$ cat src/rtl/sa_pkg.sv
// ============================================================================
// sa_pkg
// Shared types and constants of the segment allocator: table geometry,
// status and policy codes, cell commands and controller states.
// ============================================================================
`default_nettype none

package sa_pkg;

    // Table geometry and field widths
    localparam int MAX_SEG     = 32;
    localparam int IDX_W       = $clog2(MAX_SEG);
    localparam int CNT_W       = $clog2(MAX_SEG + 1);
    localparam int OFS_W       = 16;
    localparam int LEN_W       = OFS_W + 1;
    localparam int POL_W       = 2;
    localparam int STAT_W      = 2;
    localparam int REG_IDX_W   = 1;

    localparam logic [LEN_W-1:0] RESET_HEAP = LEN_W'(128);
    localparam logic [LEN_W-1:0] HEAP_MAX   = LEN_W'(1) << OFS_W;

    // Register indexes
    localparam logic [REG_IDX_W-1:0] REG_FIT_POLICY = 1'b0;
    localparam logic [REG_IDX_W-1:0] REG_HEAP_SIZE  = 1'b1;

    // Fit policies
    localparam logic [POL_W-1:0] POL_FIRST = 2'd0;
    localparam logic [POL_W-1:0] POL_BEST  = 2'd1;
    localparam logic [POL_W-1:0] POL_WORST = 2'd2;

    // Request modes
    localparam logic MODE_ALLOC = 1'b0;
    localparam logic MODE_FREE  = 1'b1;

    // Result status codes
    localparam logic [STAT_W-1:0] STAT_OK     = 2'd0;
    localparam logic [STAT_W-1:0] STAT_NOFIT  = 2'd1;
    localparam logic [STAT_W-1:0] STAT_FULL   = 2'd2;
    localparam logic [STAT_W-1:0] STAT_BADOFS = 2'd3;

    // One table entry
    typedef struct packed {
        logic [OFS_W-1:0] start;
        logic [LEN_W-1:0] len;
        logic             used;
    } seg_t;

    // Command broadcast to every cell of the chain
    typedef enum logic [2:0] {
        CMD_NONE,
        CMD_INIT,
        CMD_OPEN,
        CMD_DROP,
        CMD_WRITE
    } cell_op_t;

    typedef struct packed {
        cell_op_t         op;
        logic [IDX_W-1:0] idx;
        seg_t             seg;
    } cell_cmd_t;

    // Controller states
    typedef enum logic [3:0] {
        S_IDLE,
        S_ASCAN,
        S_ADECIDE,
        S_AWR_REM,
        S_AWR_HEAD,
        S_FSCAN,
        S_FCLR,
        S_FNEXT,
        S_FDROPN,
        S_FPREV,
        S_FDROPK,
        S_DONE
    } state_t;

endpackage

`default_nettype wire

$ cat src/rtl/sa_if.sv
// ============================================================================
// sa_req_if / sa_rsp_if
// Valid/ready channels carrying allocator requests and results.
// ============================================================================
`default_nettype none

interface sa_req_if;
    logic        valid;
    logic        ready;
    logic        mode;
    logic [16:0] alloc_size;
    logic [15:0] free_offset;

    modport source (output valid, mode, alloc_size, free_offset, input ready);
    modport sink   (input valid, mode, alloc_size, free_offset, output ready);
endinterface

interface sa_rsp_if;
    logic        valid;
    logic        ready;
    logic [1:0]  status;
    logic [15:0] granted_offset;

    modport source (output valid, status, granted_offset, input ready);
    modport sink   (input valid, status, granted_offset, output ready);
endinterface

`default_nettype wire

$ cat src/rtl/sa_cell.sv
// ============================================================================
// sa_cell
// One table entry of the segment chain. Takes its left or right neighbor
// on a shift command, broadcast data when addressed, or clears on init.
// ============================================================================
`default_nettype none

module sa_cell
    import sa_pkg::*;
(
    input  wire logic             clk,
    input  wire logic             rst_n,
    input  wire logic [IDX_W-1:0] pos,
    input  wire cell_cmd_t        cmd,
    input  wire seg_t             left,
    input  wire seg_t             right,
    output seg_t                  seg
);

    seg_t seg_reg;
    seg_t seg_next;

    // Decode the broadcast command against this cell's position
    always_comb
    begin
        seg_next = seg_reg;
        unique case (cmd.op)
            CMD_INIT:
            begin
                seg_next = '0;
                if (pos == '0)
                begin
                    seg_next.len = cmd.seg.len;
                end
            end
            CMD_OPEN:
            begin
                if (pos > cmd.idx)
                begin
                    seg_next = left;
                end
            end
            CMD_DROP:
            begin
                if (pos >= cmd.idx)
                begin
                    seg_next = right;
                end
            end
            CMD_WRITE:
            begin
                if (pos == cmd.idx)
                begin
                    seg_next = cmd.seg;
                end
            end
            default:
            begin
                seg_next = seg_reg;
            end
        endcase
    end

    // Hold the entry; entry 0 comes out of reset as the whole default heap
    always_ff @(posedge clk or negedge rst_n)
    begin
        if (!rst_n)
        begin
            seg_reg <= '{start: '0, len: (pos == '0) ? RESET_HEAP : '0, used: 1'b0};
        end
        else
        begin
            seg_reg <= seg_next;
        end
    end

    assign seg = seg_reg;

endmodule

`default_nettype wire

$ cat src/rtl/sa_ctrl.sv
// ============================================================================
// sa_ctrl
// Request sequencer: walks the cell chain one entry per cycle, then issues
// split, merge and shift commands and returns one result per request.
// ============================================================================
`default_nettype none

module sa_ctrl
    import sa_pkg::*;
(
    input  wire logic                 clk,
    input  wire logic                 rst_n,
    input  wire logic                 wr_en,
    input  wire logic [REG_IDX_W-1:0] wr_index,
    input  wire logic [LEN_W-1:0]     wr_data,
    sa_req_if.sink                    req,
    sa_rsp_if.source                  rsp,
    input  wire seg_t [MAX_SEG-1:0]   cells,
    output cell_cmd_t                 cmd
);

    state_t               state_reg, state_next;
    logic [IDX_W-1:0]     k_reg, k_next;
    logic [CNT_W-1:0]     count_reg, count_next;
    logic                 found_reg, found_next;
    logic [IDX_W-1:0]     pick_reg, pick_next;
    logic [LEN_W-1:0]     plen_reg, plen_next;
    logic [OFS_W-1:0]     pstart_reg, pstart_next;
    logic [POL_W-1:0]     policy_reg, policy_next;
    logic [LEN_W-1:0]     size_reg, size_next;
    logic [OFS_W-1:0]     ofs_reg, ofs_next;
    logic [STAT_W-1:0]    status_reg, status_next;
    logic [OFS_W-1:0]     grant_reg, grant_next;
    logic                 ovalid_reg, ovalid_next;
    logic [STAT_W-1:0]    ostatus_reg, ostatus_next;
    logic [OFS_W-1:0]     ogrant_reg, ogrant_next;

    logic [IDX_W-1:0]     rd_idx;
    seg_t                 rd;
    logic                 last;
    logic                 cand;
    logic                 better;
    logic [LEN_W-1:0]     heap_clamped;

    assign rd   = cells[rd_idx];
    assign last = ({1'b0, k_reg} + CNT_W'(1)) == count_reg;
    assign cand = !rd.used && (rd.len >= size_reg);
    assign better = ((policy_reg == POL_BEST) && (rd.len < plen_reg))
                 || ((policy_reg == POL_WORST) && (rd.len > plen_reg));

    // Clamp a written heap size into 1 .. 2^OFS_W
    always_comb
    begin
        heap_clamped = wr_data;
        if (wr_data == '0)
        begin
            heap_clamped = LEN_W'(1);
        end
        else if (wr_data > HEAP_MAX)
        begin
            heap_clamped = HEAP_MAX;
        end
    end

    assign req.ready          = (state_reg == S_IDLE);
    assign rsp.valid          = ovalid_reg;
    assign rsp.status         = ostatus_reg;
    assign rsp.granted_offset = ogrant_reg;

    // Next state, cell commands and result
    always_comb
    begin
        state_next   = state_reg;
        k_next       = k_reg;
        count_next   = count_reg;
        found_next   = found_reg;
        pick_next    = pick_reg;
        plen_next    = plen_reg;
        pstart_next  = pstart_reg;
        policy_next  = policy_reg;
        size_next    = size_reg;
        ofs_next     = ofs_reg;
        status_next  = status_reg;
        grant_next   = grant_reg;
        ovalid_next  = ovalid_reg;
        ostatus_next = ostatus_reg;
        ogrant_next  = ogrant_reg;
        rd_idx       = k_reg;
        cmd          = '0;
        cmd.op       = CMD_NONE;

        // Drop the result once taken
        if (ovalid_reg && rsp.ready)
        begin
            ovalid_next = 1'b0;
        end

        unique case (state_reg)
            S_IDLE:
            begin
                if (wr_en && (wr_index == REG_FIT_POLICY))
                begin
                    policy_next = wr_data[POL_W-1:0];
                end
                else if (wr_en && (wr_index == REG_HEAP_SIZE))
                begin
                    cmd.op      = CMD_INIT;
                    cmd.seg.len = heap_clamped;
                    count_next  = CNT_W'(1);
                end
                if (req.valid)
                begin
                    size_next   = req.alloc_size;
                    ofs_next    = req.free_offset;
                    k_next      = '0;
                    found_next  = 1'b0;
                    grant_next  = '0;
                    if (req.mode == MODE_FREE)
                    begin
                        state_next = S_FSCAN;
                    end
                    else if (req.alloc_size == '0)
                    begin
                        status_next = STAT_NOFIT;
                        state_next  = S_DONE;
                    end
                    else
                    begin
                        state_next = S_ASCAN;
                    end
                end
            end
            S_ASCAN:
            begin
                if (cand && (!found_reg || better))
                begin
                    found_next  = 1'b1;
                    pick_next   = k_reg;
                    plen_next   = rd.len;
                    pstart_next = rd.start;
                end
                if ((cand && !found_reg && (policy_reg != POL_BEST)
                     && (policy_reg != POL_WORST)) || last)
                begin
                    state_next = S_ADECIDE;
                end
                else
                begin
                    k_next = k_reg + IDX_W'(1);
                end
            end
            S_ADECIDE:
            begin
                if (!found_reg)
                begin
                    status_next = STAT_NOFIT;
                    state_next  = S_DONE;
                end
                else if (plen_reg != size_reg)
                begin
                    if (count_reg == CNT_W'(MAX_SEG))
                    begin
                        status_next = STAT_FULL;
                        state_next  = S_DONE;
                    end
                    else
                    begin
                        cmd.op     = CMD_OPEN;
                        cmd.idx    = pick_reg;
                        count_next = count_reg + CNT_W'(1);
                        state_next = S_AWR_REM;
                    end
                end
                else
                begin
                    cmd.op      = CMD_WRITE;
                    cmd.idx     = pick_reg;
                    cmd.seg     = '{start: pstart_reg, len: plen_reg, used: 1'b1};
                    status_next = STAT_OK;
                    grant_next  = pstart_reg;
                    state_next  = S_DONE;
                end
            end
            S_AWR_REM:
            begin
                cmd.op        = CMD_WRITE;
                cmd.idx       = pick_reg + IDX_W'(1);
                cmd.seg.start = pstart_reg + size_reg[OFS_W-1:0];
                cmd.seg.len   = plen_reg - size_reg;
                cmd.seg.used  = 1'b0;
                state_next    = S_AWR_HEAD;
            end
            S_AWR_HEAD:
            begin
                cmd.op      = CMD_WRITE;
                cmd.idx     = pick_reg;
                cmd.seg     = '{start: pstart_reg, len: size_reg, used: 1'b1};
                status_next = STAT_OK;
                grant_next  = pstart_reg;
                state_next  = S_DONE;
            end
            S_FSCAN:
            begin
                if (rd.used && (rd.start == ofs_reg))
                begin
                    pick_next   = k_reg;
                    plen_next   = rd.len;
                    pstart_next = rd.start;
                    state_next  = S_FCLR;
                end
                else if (last)
                begin
                    status_next = STAT_BADOFS;
                    state_next  = S_DONE;
                end
                else
                begin
                    k_next = k_reg + IDX_W'(1);
                end
            end
            S_FCLR:
            begin
                cmd.op     = CMD_WRITE;
                cmd.idx    = pick_reg;
                cmd.seg    = '{start: pstart_reg, len: plen_reg, used: 1'b0};
                state_next = S_FNEXT;
            end
            S_FNEXT:
            begin
                rd_idx = pick_reg + IDX_W'(1);
                if ((({1'b0, pick_reg} + CNT_W'(1)) < count_reg) && !rd.used)
                begin
                    cmd.op      = CMD_WRITE;
                    cmd.idx     = pick_reg;
                    cmd.seg     = '{start: pstart_reg, len: plen_reg + rd.len,
                                    used: 1'b0};
                    plen_next   = plen_reg + rd.len;
                    state_next  = S_FDROPN;
                end
                else
                begin
                    state_next = S_FPREV;
                end
            end
            S_FDROPN:
            begin
                cmd.op     = CMD_DROP;
                cmd.idx    = pick_reg + IDX_W'(1);
                count_next = count_reg - CNT_W'(1);
                state_next = S_FPREV;
            end
            S_FPREV:
            begin
                rd_idx = pick_reg - IDX_W'(1);
                if ((pick_reg != '0) && !rd.used)
                begin
                    cmd.op     = CMD_WRITE;
                    cmd.idx    = pick_reg - IDX_W'(1);
                    cmd.seg    = '{start: rd.start, len: rd.len + plen_reg,
                                   used: 1'b0};
                    state_next = S_FDROPK;
                end
                else
                begin
                    status_next = STAT_OK;
                    state_next  = S_DONE;
                end
            end
            S_FDROPK:
            begin
                cmd.op      = CMD_DROP;
                cmd.idx     = pick_reg;
                count_next  = count_reg - CNT_W'(1);
                status_next = STAT_OK;
                state_next  = S_DONE;
            end
            S_DONE:
            begin
                if (!ovalid_reg || rsp.ready)
                begin
                    ovalid_next  = 1'b1;
                    ostatus_next = status_reg;
                    ogrant_next  = (status_reg == STAT_OK) ? grant_reg : '0;
                    state_next   = S_IDLE;
                end
            end
            default:
            begin
                state_next = S_IDLE;
            end
        endcase
    end

    // Control registers
    always_ff @(posedge clk or negedge rst_n)
    begin
        if (!rst_n)
        begin
            state_reg  <= S_IDLE;
            count_reg  <= CNT_W'(1);
            policy_reg <= POL_FIRST;
            ovalid_reg <= 1'b0;
            found_reg  <= 1'b0;
            k_reg      <= '0;
        end
        else
        begin
            state_reg  <= state_next;
            count_reg  <= count_next;
            policy_reg <= policy_next;
            ovalid_reg <= ovalid_next;
            found_reg  <= found_next;
            k_reg      <= k_next;
        end
    end

    // Payload registers
    always_ff @(posedge clk)
    begin
        pick_reg    <= pick_next;
        plen_reg    <= plen_next;
        pstart_reg  <= pstart_next;
        size_reg    <= size_next;
        ofs_reg     <= ofs_next;
        status_reg  <= status_next;
        grant_reg   <= grant_next;
        ostatus_reg <= ostatus_next;
        ogrant_reg  <= ogrant_next;
    end

    // Table occupancy stays within one and the chain length
    a_count_range: assert property (@(posedge clk) disable iff (!rst_n)
        (count_reg >= CNT_W'(1)) && (count_reg <= CNT_W'(MAX_SEG)))
        else $error("segment count out of range");

    // Scans only visit live entries
    a_scan_live: assert property (@(posedge clk) disable iff (!rst_n)
        ((state_reg == S_ASCAN) || (state_reg == S_FSCAN))
        |-> ({1'b0, k_reg} < count_reg))
        else $error("scan beyond table end");

    // A split only opens a slot when the table has room
    a_open_room: assert property (@(posedge clk) disable iff (!rst_n)
        (cmd.op == CMD_OPEN) |-> (count_reg < CNT_W'(MAX_SEG)))
        else $error("split on full table");

    // A result is loaded only on leaving the done state
    a_load_done: assert property (@(posedge clk) disable iff (!rst_n)
        ($rose(ovalid_reg)) |-> ($past(state_reg) == S_DONE))
        else $error("result raised outside done state");

endmodule

`default_nettype wire

$ cat src/rtl/segment_allocator_fit_policies.sv
// ============================================================================
// segment_allocator_fit_policies
// Heap segment allocator with first, best and worst fit, built as a chain
// of entry cells driven by a request sequencer.
//
//   channel   dir   handshake      payload
//   req       in    valid/ready    mode, alloc_size, free_offset
//   rsp       out   valid/ready    status, granted_offset
//   wr_*      in    wr_en          wr_index, wr_data (no read-back)
//
// One request at a time. A request walks the cell chain one entry per cycle,
// up to the table count of 32 entries.
// After reset the table holds one free segment of 128 units.
// A waiting result in the output register does not block a new request;
// a finished request holds in its done state until the register frees.
// ============================================================================
`default_nettype none

module segment_allocator_fit_policies
    import sa_pkg::*;
(
    input  wire logic                 clk,
    input  wire logic                 rst_n,
    input  wire logic                 wr_en,
    input  wire logic [REG_IDX_W-1:0] wr_index,
    input  wire logic [LEN_W-1:0]     wr_data,
    sa_req_if.sink                    req,
    sa_rsp_if.source                  rsp
);

    seg_t [MAX_SEG-1:0] cells;
    cell_cmd_t          cmd;

    sa_ctrl u_ctrl (
        .clk      (clk),
        .rst_n    (rst_n),
        .wr_en    (wr_en),
        .wr_index (wr_index),
        .wr_data  (wr_data),
        .req      (req),
        .rsp      (rsp),
        .cells    (cells),
        .cmd      (cmd)
    );

    // Build the chain; the ends see empty neighbors
    for (genvar j = 0; j < MAX_SEG; j++)
    begin : g_cell
        seg_t lnb;
        seg_t rnb;
        if (j == 0)
        begin : g_lend
            assign lnb = '0;
        end
        else
        begin : g_lmid
            assign lnb = cells[j-1];
        end
        if (j == MAX_SEG - 1)
        begin : g_rend
            assign rnb = '0;
        end
        else
        begin : g_rmid
            assign rnb = cells[j+1];
        end

        sa_cell u_cell (
            .clk   (clk),
            .rst_n (rst_n),
            .pos   (IDX_W'(j)),
            .cmd   (cmd),
            .left  (lnb),
            .right (rnb),
            .seg   (cells[j])
        );
    end

endmodule

`default_nettype wire

$ cat src/flat_wrapper.sv
// flat-port wrapper written by rule: the top's interface ports become plain ports
module segment_allocator_fit_policies_flat import sa_pkg::*;
  (clk, rst_n, wr_en, wr_index, wr_data, req_valid, req_mode, req_alloc_size, req_free_offset, req_ready, rsp_valid, rsp_status, rsp_granted_offset, rsp_ready);
  sa_req_if req_i ();
  sa_rsp_if rsp_i ();
  input  wire logic clk;
  input  wire logic rst_n;
  input  wire logic wr_en;
  input  wire logic [REG_IDX_W-1:0] wr_index;
  input  wire logic [LEN_W-1:0] wr_data;
  input wire logic [$bits(req_i.valid)-1:0] req_valid;
  input wire logic [$bits(req_i.mode)-1:0] req_mode;
  input wire logic [$bits(req_i.alloc_size)-1:0] req_alloc_size;
  input wire logic [$bits(req_i.free_offset)-1:0] req_free_offset;
  output wire logic [$bits(req_i.ready)-1:0] req_ready;
  output wire logic [$bits(rsp_i.valid)-1:0] rsp_valid;
  output wire logic [$bits(rsp_i.status)-1:0] rsp_status;
  output wire logic [$bits(rsp_i.granted_offset)-1:0] rsp_granted_offset;
  input wire logic [$bits(rsp_i.ready)-1:0] rsp_ready;
  assign req_i.valid = req_valid;
  assign req_i.mode = req_mode;
  assign req_i.alloc_size = req_alloc_size;
  assign req_i.free_offset = req_free_offset;
  assign req_ready = req_i.ready;
  assign rsp_valid = rsp_i.valid;
  assign rsp_status = rsp_i.status;
  assign rsp_granted_offset = rsp_i.granted_offset;
  assign rsp_i.ready = rsp_ready;
  segment_allocator_fit_policies u_core (.clk(clk), .rst_n(rst_n), .wr_en(wr_en), .wr_index(wr_index), .wr_data(wr_data), .req(req_i), .rsp(rsp_i));
endmodule
$ cat config.mk
export PLATFORM = sky130hd
export DESIGN_NAME = segment_allocator_fit_policies_flat
export DESIGN_NICKNAME = d
export VERILOG_FILES = /design/src/rtl/sa_pkg.sv /design/src/rtl/sa_if.sv /design/src/rtl/sa_cell.sv /design/src/rtl/sa_ctrl.sv /design/src/rtl/segment_allocator_fit_policies.sv /design/src/flat_wrapper.sv
export SDC_FILE = /design/constraint.sdc
export NUM_CORES = 2
export LEC_CHECK = 0
export BUFFER_PORTS_ARGS = -buffer_cell sky130_fd_sc_hd__buf_4
export CORE_ASPECT_RATIO = 1.4
export CORE_MARGIN = 2
export CORE_UTILIZATION = 50
export CTS_CLUSTER_SIZE = 14
export DETAILED_ROUTE_END_ITERATION = 16
export GPL_ROUTABILITY_DRIVEN = 0
export MAX_ROUTING_LAYER = met4
export PLACE_DENSITY_LB_ADDON = 0.15
export SYNTH_ARGS = -nofsm -noshare
export SYNTH_HDL_FRONTEND = slang
export SYNTH_SLANG_ARGS = --single-unit
export TNS_END_PERCENT = 100
$ cat constraint.sdc
create_clock -name clk -period 25.1 [get_ports clk]
set_clock_uncertainty 0.15 [all_clocks]
set_input_delay 6.275 -clock clk [delete_from_list [all_inputs] [get_ports clk]]
set_output_delay 6.275 -clock clk [all_outputs]
set_load 0.03 [all_outputs]
==> flow_summary.ini <==
[grt]
grt_pass1_wl_um = 385000
grt_overflow_total = 0
grt_max_degree = 219
antenna_found_initial = 5
grtUsageTotal_pct = 36.7
use_met1_pct = 44.0
top_usage_layer = met2
use_met2_pct = 56.0
first_global_vias = 59376
grt.met3_usage_pct = 6.47

[routing]
drc = 0
avgViaCountPerCell = 7.21
drt-total-wl_um = 258000
antenna_left = 0
drtIter0Drc = 9172
wl_per_cell_um = 29.6
vias = 62932
dr.pass1.iters = 10

[cts]
clk_pin_slew_worst_paths_ns = 0.06
cts_tree = yes
clockBufferDepth = 3
clock_sinks = 1214
cts_setup_buffers = 0
htreeDepth = 4
root_buffer = clkbuf_16
cts-hold-fix-buffers = 0
worstSkewPairLatency_ns = 0.81
numCtsBuffers = 130
cts_resized = 0

[power_and_ir_drop]
powerDensity_nw_per_um2 = 53.7
power_w = 0.00405
power_leakage_nw = 28.1
vdd_drop_max_uv = 77.9

[worst_setup_path]
reg2reg_from = u_core.u_ctrl.pick_reg[0]
reg2reg_to = u_core.g_cell[5].u_cell.seg[15]
crit_slowest_cell = a31oi_1
max_stage_delay_ns = 0.78
rr_worst_depth = 29
worstPathRequired_ns = 25.63
cp_data_arrival_time_ns = 10.81
worstSetupStartpointType = register
cp-end-kind = register
crit_type = reg -> reg
r2r_slack_ns = 14.81
path_max_fanout = 115

[min_path]
min_to = u_core.u_ctrl.rsp.status[0]
hp-start = u_core.u_ctrl.status_reg[0]
holdPathStages = 0
worstHoldPathType = reg -> reg

[place]
io_buffers = 76
pre_cts_ws_ns = 14.35
placed_area_um2 = 71000
hpwlAfterDp_um = 154000

[timing]
timing.final.crit_share_pct = 41.0
hold_viol = 0
max_slew_margin_pct = 7.06
setup_tns_ns = 0
rsz0062_at_grt = no
finalCriticalPeriod_ns = 10.29
worst_slew_pin_slew_ns = 1.38
holdWs_ns = 0.300
setup_violations = 0
final-max-slew-violation-count = 0
max_freq_mhz = 97.2
fin_ws_ns = 14.81

[flow_run]
maxCapViolCount = 0

[finish]
fin_nets = 6973
ff_latch_area_um2 = 30900
largest_reg_flops = 1088
post_route_cells_drive_above_1_share_pct = 11.6
fillers = 12248
multi_input_area_um2 = 35700
postLayoutCellArea_um2 = 75400
area_growth_pct = 8.15

[synth]
synth.area.mux_share_pct = 8.73
synth_top_family_by_area = compound AO/OA/AOI/OAI gates
synthTopCellsByArea = dfrtp_1 (40%), a221oi_1 (12%), a21oi_1 (6.9%), mux4_2 (6.1%), edfxtp_1 (4.6%)
synth_edf_count = 107
ys_ff_latch = 1214
yosysWarnings = 0
async_reset_ff_share_pct = 91.2
netlist_area_um2 = 69700
synth_cell_types = 109
ys.flop_type = dfrtp_1
yosysMostFrequentCell = dfrtp_1
synth.top_cell.area_share_pct = 39.7
synth_compound_area_share_pct = 27.2
synth-simple-area-share_pct = 11.9
yosysTopAreaCell = dfrtp_1
post_synth.cell_area_avg_um2 = 9.67
syn_nets = 7362
yosys.area_share.adder_pct = 1.78
yosys-top-cells-count = dfrtp_1 (1105), a21oi_1 (964), a221oi_1 (921)
synthCells = 7208
yosysSeqAreaShare_pct = 44.4
synth_xor_area_share_pct = 0.878

[die]
die_y_um = 446
die-area_um2 = 142000
ios = 77
rows = 162
die_w_um = 320
start_util_pct = 50.2
core_area_um2 = 139000

[run_status]
outcome = finished, final reports clean
## metal layers
layer	share of wire (%)	routed length (um)	vias to the layer above
met5	0	0	-
met4	8.5	21900	0
met3	8.4	21700	880
met2	46	119000	3406
met1	37	95300	31675
li1	-	-	26971
## power breakdown
part | total [W] | internal (W) | switching (W)
clock | 0.00202 | 0.00117 | 0.000858
combinational | 0.0000462 | 0.00000753 | 0.0000387
sequential | 0.00198 | 0.00198 | 0.00000000000000000000360
## metrics by stage
stage	instances	utilization (%)
after global routing	8729	54.3
after floorplan	7208	-
after CTS	8727	54.3
final	8732	54.3
after global placement	8491	51.1
after detailed placement	8491	51.1
## how the worst max path moves through the flow
stage,startpoint,endpoint,slack [ns]
3_3_place_gp,wr_index,u_core.g_cell[27].u_cell.seg[7],14.40
5_1_grt,u_core.u_ctrl.state_reg[2],u_core.g_cell[9].u_cell.seg[15],14.38
3_5_place_dp,wr_index,u_core.g_cell[27].u_cell.seg[1],14.35
6_report,u_core.u_ctrl.pick_reg[0],u_core.g_cell[5].u_cell.seg[15],14.81
2_1_floorplan,wr_data[3],u_core.g_cell[10].u_cell.seg[11],16.37
4_1_cts,u_core.u_ctrl.state_reg[2],u_core.g_cell[6].u_cell.seg[15],15.03
## critical path: cells and delay by family, from the launching register on
family | cells | cell delay (ns)
DFF | 1 | 0.67
and+or+nand+nor | 7 | 1.86
buffers and inverters | 5 | 1.85
xor gates and xnor gates | 1 | 0.27
adders and majority gates | 3 | 1.11
muxes | 2 | 0.69
AOI/OAI and AO/OA | 11 | 3.37
## cells in the final DEF, fill, tap and decap left out, types with 22 or more instances in the layout
cell,netlist,layout
nor4_1,23,23
mux2i_1,53,52
edfxtp_1,107,107
clkbuf_8,0,31
buf_4,37,218
dfrtp_1,1105,1105
nor2_1,830,808
xnor2_1,41,41
clkbuf_1,437,22
nor3_1,30,26
nand2_1,663,660
nand3_1,154,154
ha_1,93,93
a31oi_1,57,56
mux4_2,189,189
and2_1,45,41
o21ai_1,79,74
a221oi_1,921,921
a211oi_1,39,39
mux2_1,84,84
nand4_1,28,28
a221o_1,127,119
a21o_1,26,26
a21oi_1,964,963
xor2_1,27,27
and3_1,65,65
mux2_2,31,31
clkbuf_16,0,132
o21ai_0,238,238
inv_1,83,83
a311oi_1,25,25
## area by class of cell
cell class                      instances  share of cell area, %
Antenna cell                            5                 0.0166
Clock buffer                          185                   5.06
Clock inverter                         51                  0.795
Inverter                               83                  0.413
Multi-Input combinational cell       5163                   47.3
Sequential cell                      1214                   41.0
Tap cell                             1804                   2.99
Timing Repair Buffer                  227                   2.40
## cell families (layout without fill, tap and decap cells)
| kind of cell | Yosys count | count (layout) |
|---|---|---|
| flops | 1214 | 1214 |
| other cells | 0 | 5 |
| mux | 357 | 357 |
| compound gates | 2702 | 2702 |
| xor+xnor | 69 | 69 |
| fa+ha+maj | 97 | 97 |
| simple gates | 1938 | 1938 |
| buf+inv | 831 | 546 |
Power figures use the tool's default switching activity.
